### config.mk
export PLATFORM = sky130hd
export DESIGN_NAME = cht_hash
export DESIGN_NICKNAME = d
export VERILOG_FILES = /design/src/hw/rtl/chained_hash_table_engine_assert.svh /design/src/hw/rtl/cht_pkg.sv /design/src/hw/rtl/cht_hash.sv
export SDC_FILE = /design/constraint.sdc
export NUM_CORES = 1
export LEC_CHECK = 0
export BUFFER_PORTS_ARGS = -buffer_cell sky130_fd_sc_hd__buf_2
export CAP_MARGIN = 20
export CORE_MARGIN = 1
export CORE_UTILIZATION = 40
export DETAILED_ROUTE_END_ITERATION = 10
export PLACE_DENSITY = 0.68
export SLEW_MARGIN = 20
export SYNTH_ARGS = -nofsm -noshare
export SYNTH_HDL_FRONTEND = slang
export SYNTH_SLANG_ARGS = --single-unit
### constraint.sdc
create_clock -name clk -period 4.9 [get_ports clk]
set_clock_uncertainty 0.1 [all_clocks]
set_input_delay 0.735 -clock clk [delete_from_list [all_inputs] [get_ports clk]]
set_output_delay 0.735 -clock clk [all_outputs]
set_load 0.02 [all_outputs]
### src/hw/rtl/chained_hash_table_engine_assert.svh
// assertion macros used by the hash table rtl
`ifndef CHAINED_HASH_TABLE_ENGINE_ASSERT_SVH
`define CHAINED_HASH_TABLE_ENGINE_ASSERT_SVH

// same-cycle implication, checked on clk and masked during rst
`define CHT_ASSERT_IMPL(label, ante, cons, msg) \
  label: assert property (@(posedge clk) disable iff (rst) (ante) |-> (cons)) else $error(msg);

// next-cycle implication, checked on clk and masked during rst
`define CHT_ASSERT_NEXT(label, ante, cons, msg) \
  label: assert property (@(posedge clk) disable iff (rst) (ante) |=> (cons)) else $error(msg);

`endif

### src/hw/rtl/cht_pkg.sv
// shared constants and types of the chained hash table engine
`default_nettype none

package cht_pkg;

  // field widths
  localparam int KEY_W     = 64;
  localparam int SLOT_W    = 8;
  localparam int CMD_W     = 2;
  localparam int CFG_IDX_W = 1;
  localparam int CFG_W     = 64;

  // low hash bits that can reach the bucket index (width of bucket_count)
  localparam int HASH_W = 11;

  // default geometry
  localparam int DEF_BUCKETS = 1024;
  localparam int DEF_ENTRIES = 256;

  // multiplicative hash constant
  localparam logic [KEY_W-1:0] GOLDEN = 64'h9E3779B97F4A7C15;

  // reset value of the bucket count register
  localparam logic [HASH_W-1:0] BUCKET_COUNT_RESET = 11'd1024;

  // command codes
  localparam logic [CMD_W-1:0] CMD_LOOKUP = 2'd0;
  localparam logic [CMD_W-1:0] CMD_INSERT = 2'd1;
  localparam logic [CMD_W-1:0] CMD_REMOVE = 2'd2;

  // configuration register indexes
  localparam logic [CFG_IDX_W-1:0] REG_HASH_SEED    = 1'd0;
  localparam logic [CFG_IDX_W-1:0] REG_BUCKET_COUNT = 1'd1;

  // result word handed from the table core to the output stage
  typedef struct packed {
    logic              found;
    logic [SLOT_W-1:0] slot;
  } result_t;

endpackage

`default_nettype wire

### src/hw/rtl/cht_hash.sv
// bucket index pipeline: multiply, reciprocal estimate, wrap
`default_nettype none

module cht_hash #(
  parameter int  BUCKETS = cht_pkg::DEF_BUCKETS,
  localparam int BW      = (BUCKETS > 1) ? $clog2(BUCKETS) : 1
) (
  input  wire logic                       clk,
  input  wire logic                       rst,
  input  wire logic                       start,
  input  wire logic [cht_pkg::HASH_W-1:0] key_bits,
  input  wire logic [cht_pkg::HASH_W-1:0] seed_bits,
  input  wire logic [cht_pkg::HASH_W-1:0] bucket_count,
  output logic                            done,
  output logic [BW-1:0]                   bucket
);

  localparam int HW     = cht_pkg::HASH_W;
  localparam int RSHIFT = HW + 1;
  localparam int RECIP  = (1 << RSHIFT) / BUCKETS;
  localparam int QPW    = HW + RSHIFT + 1;
  localparam logic [HW-1:0] GOLD_LOW = cht_pkg::GOLDEN[HW-1:0];

  logic          v1;
  logic          v2;
  logic [HW-1:0] hmask;
  logic [HW-1:0] hq;

  logic [HW-1:0]   prod;
  logic [HW-1:0]   mask;
  logic [QPW-1:0]  qprod;
  logic [HW-1:0]   qb;
  logic [HW-1:0]   rem;
  logic [HW-1:0]   rem_fix;

  // low product bits only depend on low operand bits
  assign prod  = (key_bits ^ seed_bits) * GOLD_LOW;
  assign mask  = bucket_count - 1'b1;

  // quotient estimate by reciprocal, off by at most one
  assign qprod = QPW'(hmask) * QPW'(RECIP);

  // remainder with a single correction step
  assign qb      = HW'(32'(hq) * 32'(BUCKETS));
  assign rem     = hmask - qb;
  assign rem_fix = (32'(rem) >= BUCKETS) ? (rem - HW'(BUCKETS)) : rem;

  assign bucket = BW'(rem_fix);
  assign done   = v2;

  // stage valid flags
  always_ff @(posedge clk) begin
    if (rst) begin
      v1 <= 1'b0;
      v2 <= 1'b0;
    end else begin
      v1 <= start;
      v2 <= v1;
    end
  end

  // stage data
  always_ff @(posedge clk) begin
    if (start) begin
      hmask <= prod & mask;
    end
    if (v1) begin
      hq <= HW'(qprod >> RSHIFT);
    end
  end

endmodule

`default_nettype wire

==> results.sh, run 1 <==
export IMPL_status="finished clean"
export IMPL_min_path_type="flop to flop"
export IMPL_gp_congestion=0.772
export IMPL_vias_per_cell=4.75
export IMPL_start_util_pct=42.3
export IMPL_post_route_cell_area_mm2=0.00147
export IMPL_power_w=0.000563
export IMPL_avgSynthCellArea_um2=11.0
export IMPL_worstSetupPathType="input pin to flop"
export IMPL_maxCapViolCount=0
export IMPL_fmax_ghz=0.265
export IMPL_layout_nets=219
export IMPL_cts_num_sinks=12
export IMPL_cts_clk_slew_worst_paths_ns=0.07
export IMPL_critPathRequiredTime_ns=4.82
export IMPL_port_buffers=43
export IMPL_combinationalPowerShare_pct=59.9
export IMPL_p_clk_share_pct=13.6
export IMPL_postRouteAntennaNets=0
export IMPL_seq_area_um2=340
export IMPL_rsz0062_at_grt="false"
export IMPL_hpwl_mm=1.78
export IMPL_finalSetupTns_ns=0
export IMPL_cp_common_cell="ha_1"
export IMPL_synthesis_area_mm2=0.00118
export IMPL_grt_max_degree=12
export IMPL_reg2reg_slack_ns=4.29
export IMPL_p_leak_nw=0.741
export IMPL_dr_total_vias=878
export IMPL_multi_input_area_um2=811
export IMPL_overflow=0
export IMPL_rr_startpoint="v1$_SDFF_PP0_"
export IMPL_grt_first_pass_wirelength_mm=3.46
export IMPL_drtIter0Drc=11
export IMPL_grt_use_total_pct=13.7
export IMPL_end_kind="flop"
export IMPL_setup_viol=0
export IMPL_placed_area_mm2=0.00143
export IMPL_internal_power_w=0.000352
export IMPL_hold_viol=0
export IMPL_power_density_mw_per_mm2=384
export IMPL_synth_nets=171
export IMPL_fp_row_count=19
export IMPL_core_area_mm2=0.00278
export IMPL_first_pass_iters=4
export IMPL_p_sw_share_pct=37.5
export IMPL_drt_total_wl_mm=1.95
export IMPL_htree_levels=1
export IMPL_finalWorstSetupSlack_ns=1.13
export IMPL_die_h_um=56.3
export IMPL_min_to="done$_SDFF_PP0_"
export IMPL_cts_tree="built"
export IMPL_crit_chain="buf_2 > xor2_1 > ha_1 > ha_1 > ha_1 > ha_1 > inv_1 > fa_1 > xnor2_1 > xnor2_1 > xnor3_1 > xnor2_1 > nor2_1"
export IMPL_first_global_vias=882
export IMPL_netSwitchingPower_w=0.000211
export IMPL_timing_rr_end="done$_SDFF_PP0_"
export IMPL_cts_root_buffer="clkbuf_4"
export IMPL_drc_errors=0
export IMPL_layout_drive_gt1_share_pct=31.2
export IMPL_period_share_pct=77.0
export IMPL_stdcell_count=185
export IMPL_cts_hold_buf=0
export IMPL_fill_cells=252
export IMPL_slowest_stage="xnor3_1"
export IMPL_ys_seq_area_share_pct=28.9
export IMPL_clk_path_buf_depth=2
export IMPL_cp_top_family="adder cells"
export IMPL_slew_headroom_pct=77.2
export IMPL_post_cts_setup_buffers=0
export IMPL_antenna_cells=0
export IMPL_cts_made_buffers=3
export IMPL_tightest_slew_ns=0.341
export IMPL_ir_worst_vdd_mv=0.286
export IMPL_syn_to_final_growth_pct=24.7
export IMPL_cp_data_arrival_time_ns=3.69
export IMPL_yosysUniqueCellTypes=19
export IMPL_netlist_instances=107
export IMPL_seqPwrFrac_pct=26.5
export IMPL_hold_depth=1
export IMPL_clk_latency_ns=0.26
export IMPL_min_from="v1$_SDFF_PP0_"
export IMPL_ios=47
export IMPL_slew_viol_final=0
export IMPL_path_buf_inv=2
export IMPL_slowest_delay_ns=0.44
export IMPL_worstPathMaxFanout=3
export IMPL_finalWorstPathRequiredPeriod_ns=3.77
export IMPL_cts_resized=0
export IMPL_synth_seq_cells=12
export IMPL_die_area_mm2=0.00316
export IMPL_post_drt_wl_per_cell_um=10.6
export IMPL_placed_cells=181
export IMPL_startpoint_type="input pin"
export IMPL_dieWidth_um=56.3
export IMPL_antenna_found_initial=0
export IMPL_ys_warn_count=0
export IMPL_r2r_cells=1
export IMPL_pre_cts_ws_ns=0.827
-- cell type report --
| cell class | instances | area share, % |
|---|---|---|
| clock buffers | 4 | 2.47 |
| inverters | 7 | 1.79 |
| multi-input cells | 88 | 55.2 |
| flip-flops and latches | 12 | 23.2 |
| well taps | 31 | 2.64 |
| repair buffers | 43 | 14.7 |
-- worst max path at each step --
| stage | startpoint | to | cells past startpoint | slack (ns) |
|---|---|---|---|---|
| 3_3_place_gp | seed_bits[5] | hmask[9]$_DFFE_PP_ | 13 | 0.86 |
| 6_report | seed_bits[5] | hmask[9]$_DFFE_PP_ | 13 | 1.13 |
| 2_1_floorplan | seed_bits[5] | hmask[9]$_DFFE_PP_ | 12 | 1.20 |
| 4_1_cts | seed_bits[5] | hmask[9]$_DFFE_PP_ | 13 | 1.09 |
| 5_1_grt | seed_bits[5] | hmask[9]$_DFFE_PP_ | 13 | 0.92 |
| 3_5_place_dp | seed_bits[5] | hmask[9]$_DFFE_PP_ | 13 | 0.83 |
-- metal layers --
layer | GRT usage (%) | up-vias | routed length [um] | share of wire [%]
li1 | - | 461 | - | -
met1 | 16.7 | 389 | 877 | 45
met2 | 23.8 | 24 | 981 | 50
met3 | 4.15 | 4 | 66 | 3.4
met4 | 3.14 | 0 | 27 | 1.4
met5 | 0 | - | 0 | 0
-- through the flow --
step           utilization [%]  hold WS [ns]
5_1_grt                   52.8         0.379
3_5_place_dp              51.5         0.332
6_report                  52.8         0.347
2_1_floorplan                -         0.314
3_3_place_gp              51.5         0.327
4_1_cts                   52.8         0.352
-- cell families after synthesis --
group | after synthesis | synth area share [%]
buffers and inverters | 7 | 2.23
and+or+nand+nor | 25 | 11.5
DFF | 12 | 28.9
adders and majority gates | 28 | 31.7
AOI/OAI and AO/OA | 6 | 2.97
xor gates and xnor gates | 29 | 22.7
-- flip-flops by register name, summed over array words and instances (netlist names) --
| signal | count |
|---|---|
| v1 | 1 |
| done | 1 |
| hmask | 10 |
-- placed cells by master, fill, tap and decap left out, types with 2 or more instances in the layout --
cell       n
clkbuf_4   3
or3_1      2
nor2b_1    2
and2_1     5
buf_2     43
a21oi_1    3
ha_1      25
dfxtp_1    2
fa_1       3
a21o_1     2
nor3_1     5
nor2_1     7
inv_1      7
xor2_1    16
edfxtp_1  10
xnor2_1   12
nand2_1    2
-- power by group through the flow --
stage / Clock [W] / Combinational (W) / Sequential (W)
5_1_grt: 0.0000854 / 0.000383 / 0.000151
2_1_floorplan: 0 / 0.000223 / 0.000185
3_5_place_dp: 0 / 0.000340 / 0.000152
4_1_cts: 0.0000779 / 0.000344 / 0.000150
6_report: 0.0000766 / 0.000337 / 0.000149
3_3_place_gp: 0 / 0.000334 / 0.000151
-- synthesized netlist by cell type --
library cell | count | area [um2]
inv_1 | 7 | 26.3
o21ai_0 | 1 | 5.00
edfxtp_1 | 10 | 300
a21o_1 | 2 | 15.0
a21oi_1 | 3 | 15.0
xnor2_1 | 12 | 105
or3_4 | 1 | 11.3
nor2_1 | 7 | 26.3
or3_1 | 2 | 12.5
nor2b_1 | 2 | 12.5
and2_1 | 5 | 31.3
fa_1 | 3 | 60.1
xnor3_1 | 1 | 22.5
nand2_1 | 2 | 7.51
nor3_1 | 5 | 25.0
dfxtp_1 | 2 | 40.0
or3b_1 | 1 | 8.76
xor2_1 | 16 | 140
ha_1 | 25 | 313
Power figures use the tool's default switching activity.
==> inputs of run 2 (changes only) <==
--- a/config.mk
+++ b/config.mk
@@ -5,12 +5,13 @@
 export SDC_FILE = /design/constraint.sdc
 export NUM_CORES = 1
 export LEC_CHECK = 0
+export ABC_AREA = 1
 export BUFFER_PORTS_ARGS = -buffer_cell sky130_fd_sc_hd__buf_2
 export CAP_MARGIN = 20
 export CORE_MARGIN = 1
 export CORE_UTILIZATION = 40
 export DETAILED_ROUTE_END_ITERATION = 10
-export PLACE_DENSITY = 0.68
+export PLACE_DENSITY = 0.66
 export SLEW_MARGIN = 20
 export SYNTH_ARGS = -nofsm -noshare
 export SYNTH_HDL_FRONTEND = slang
==> constraint.sdc (replaced) <==
create_clock -name clk -period 3.5 [get_ports clk]
set_clock_uncertainty 0.1 [all_clocks]
set_input_delay 0.525 -clock clk [delete_from_list [all_inputs] [get_ports clk]]
set_output_delay 0.525 -clock clk [all_outputs]
set_load 0.02 [all_outputs]
==> results.sh, run 2 <==
export IMPL_setup_viol=0
export IMPL_grt_use_total_pct=14.2
export IMPL_drt_total_wl_mm=2.33
export IMPL_core_area_mm2=0.00336
export IMPL_crit_chain="buf_2 > xnor2_4 > inv_1 > ha_1 > ha_2 > ha_1 > ha_1 > inv_1 > fa_1 > inv_2 > ha_4 > a21oi_2 > o21ai_1 > nor2_1 > inv_1 > nand2_1 > a21oi_2"
export IMPL_pre_cts_ws_ns=-0.241
export IMPL_die_area_mm2=0.00376
export IMPL_cts_made_buffers=3
export IMPL_fin_util_pct=55.1
export IMPL_gp_congestion=0.737
export IMPL_end_kind="flop"
export IMPL_hold_viol=0
export IMPL_ios=47
export IMPL_synthesis_area_mm2=0.00141
export IMPL_first_global_vias=1050
export IMPL_min_path_type="flop to flop"
export IMPL_crit_end="hmask[9]$_DFFE_PP_"
export IMPL_cts_hold_buf=0
export IMPL_synthTopCellsByArea="ha_1 22%, edfxtp_1 21%, nand2_1 12%"
export IMPL_ir_worst_vdd_mv=0.204
export IMPL_ys_seq_area_share_pct=24.2
export IMPL_drc_errors=0
export IMPL_avgSynthCellArea_um2=7.61
export IMPL_dieWidth_um=61.3
export IMPL_clk_path_buf_depth=2
export IMPL_yosysUniqueCellTypes=25
export IMPL_finalWorstSetupSlack_ns=0.184
export IMPL_antenna_cells=0
export IMPL_yosys_area_top_type="ha_1"
export IMPL_tightest_slew_ns=0.321
export IMPL_cts_root_buffer="clkbuf_4"
export IMPL_reg2reg_slack_ns=2.93
export IMPL_port_buffers=43
export IMPL_top_register="hmask"
export IMPL_antenna_found_initial=0
export IMPL_slowest_delay_ns=0.54
export IMPL_fmax_ghz=0.302
export IMPL_slowest_stage="fa_1"
export IMPL_yosys_most_used_dff="edfxtp_1"
export IMPL_post_drt_wl_per_cell_um=8.07
export IMPL_worstPathMaxFanout=3
export IMPL_syn_to_final_growth_pct=31.6
export IMPL_timing_rr_end="done$_SDFF_PP0_"
export IMPL_drtIter0Drc=17
export IMPL_htree_levels=1
export IMPL_synth_nets=249
export IMPL_layout_nets=308
export IMPL_layout_drive_gt1_share_pct=34.6
export IMPL_ys_top_cells_by_count="46 x nand2_1, 26 x inv_1, 25 x ha_1, 19 x nor2_1, 10 x edfxtp_1"
export IMPL_hpwl_mm=2.14
export IMPL_synth_top_area_share_pct=22.2
export IMPL_period_share_pct=94.7
export IMPL_die_h_um=61.3
export IMPL_r2r_cells=2
export IMPL_critPathRequiredTime_ns=3.42
export IMPL_grt_max_degree=12
export IMPL_start_util_pct=41.9
export IMPL_maxCapViolCount=0
export IMPL_largest_register_ffs=10
export IMPL_status="finished clean"
export IMPL_synth_most_common_cell="nand2_1"
export IMPL_synth_edf_count=10
export IMPL_first_pass_iters=6
export IMPL_p_leak_nw=1.03
export IMPL_finalSetupTns_ns=0
export IMPL_synth_seq_cells=12
export IMPL_overflow=0
export IMPL_finalHoldWorstSlack_ns=0.310
export IMPL_grt_first_pass_wirelength_mm=4.03
export IMPL_dr_total_vias=1265
export IMPL_ys_warn_count=0
export IMPL_rr_startpoint="v1$_SDFF_PP0_"
export IMPL_cts_num_sinks=12
export IMPL_finalWorstPathRequiredPeriod_ns=3.32
export IMPL_vias_per_cell=4.38
export IMPL_cts_clk_slew_worst_paths_ns=0.07
export IMPL_cp_startpoint="seed_bits[3]"
export IMPL_mostFrequentLayoutCells="43 x nand2_1, 43 x buf_2, 25 x inv_1, 23 x ha_1, 19 x nor2_1"
export IMPL_worstSetupPathType="input pin to flop"
export IMPL_cts_tree="built"
export IMPL_slew_headroom_pct=78.4
export IMPL_cp_data_arrival_time_ns=3.24
export IMPL_async_flop_share_pct=0
export IMPL_clk_latency_ns=0.27
export IMPL_netlist_instances=185
export IMPL_power_density_mw_per_mm2=450
export IMPL_power_w=0.000833
export IMPL_fp_row_count=21
export IMPL_rsz0062_at_grt="false"
export IMPL_startpoint_type="input pin"
export IMPL_slew_viol_final=0
export IMPL_postRouteAntennaNets=0
[run 2: layout make-up]
type | count | area [um2]
fill | 359 | 1510
sequential | 12 | 340
clock buffer | 4 | 36.3
tap | 46 | 57.6
inverter | 33 | 124
timing repair buffer | 54 | 298
multi-input combinational | 140 | 996
[run 2: worst min path at each step]
stage	startpoint	end	slack, ns	cells past startpoint
3_5_place_dp	v1$_SDFF_PP0_	done$_SDFF_PP0_	0.31	2
2_1_floorplan	v1$_SDFF_PP0_	done$_SDFF_PP0_	0.29	2
4_1_cts	rst	done$_SDFF_PP0_	0.31	2
6_report	v1$_SDFF_PP0_	done$_SDFF_PP0_	0.31	2
5_1_grt	rst	done$_SDFF_PP0_	0.31	2
3_3_place_gp	v1$_SDFF_PP0_	done$_SDFF_PP0_	0.29	2
[run 2: routing by layer]
| layer | track usage (%) | vias to the layer above | part of all wire (%) |
|---|---|---|---|
| met2 | 25.0 | 27 | 46 |
| met3 | 3.78 | 0 | 3.9 |
| met1 | 18.0 | 535 | 50 |
| li1 | - | 703 | - |
| met4 | 0.974 | 0 | 0 |
| met5 | 0 | - | 0 |
[run 2: critical path, delay by kind of cell]
kind                     cells  cell delay, ns
AO/OA/AOI/OAI                3            0.23
XOR/XNOR                     1            0.15
adder cells (fa/ha/maj)      6            1.78
buffers and inverters        5            0.34
AND/OR/NAND/NOR              2            0.21
[run 2: through the flow]
step | cells | area (um2)
floorplan | 185 | 1430
global placement | 285 | 1780
detailed placement | 285 | 1780
CTS | 289 | 1820
global route | 289 | 1850
finish | 289 | 1850
[run 2: logic make-up (layout without fill, tap and decap cells)]
kind of cell / Yosys count / count (layout) / share of synthesized area [%]
flip-flops: 12 / 12 / 24.2
adder cells (fa/ha/maj): 28 / 28 / 26.5
AND/OR/NAND/NOR: 87 / 87 / 27.1
AO/OA/AOI/OAI: 11 / 11 / 4.71
XOR/XNOR: 14 / 14 / 8.71
buffers and inverters: 33 / 91 / 8.80
[run 2: power by group]
part / internal (W) / switching [W]
clock: 0.0000632 / 0.0000436
sequential: 0.000194 / 0.00000483
combinational: 0.000242 / 0.000285
[run 2: repair_timing]
item,in CTS,in global routing
setup buffers,0,0
endpoints found under the setup margin,0,1
gates resized for setup,0,9
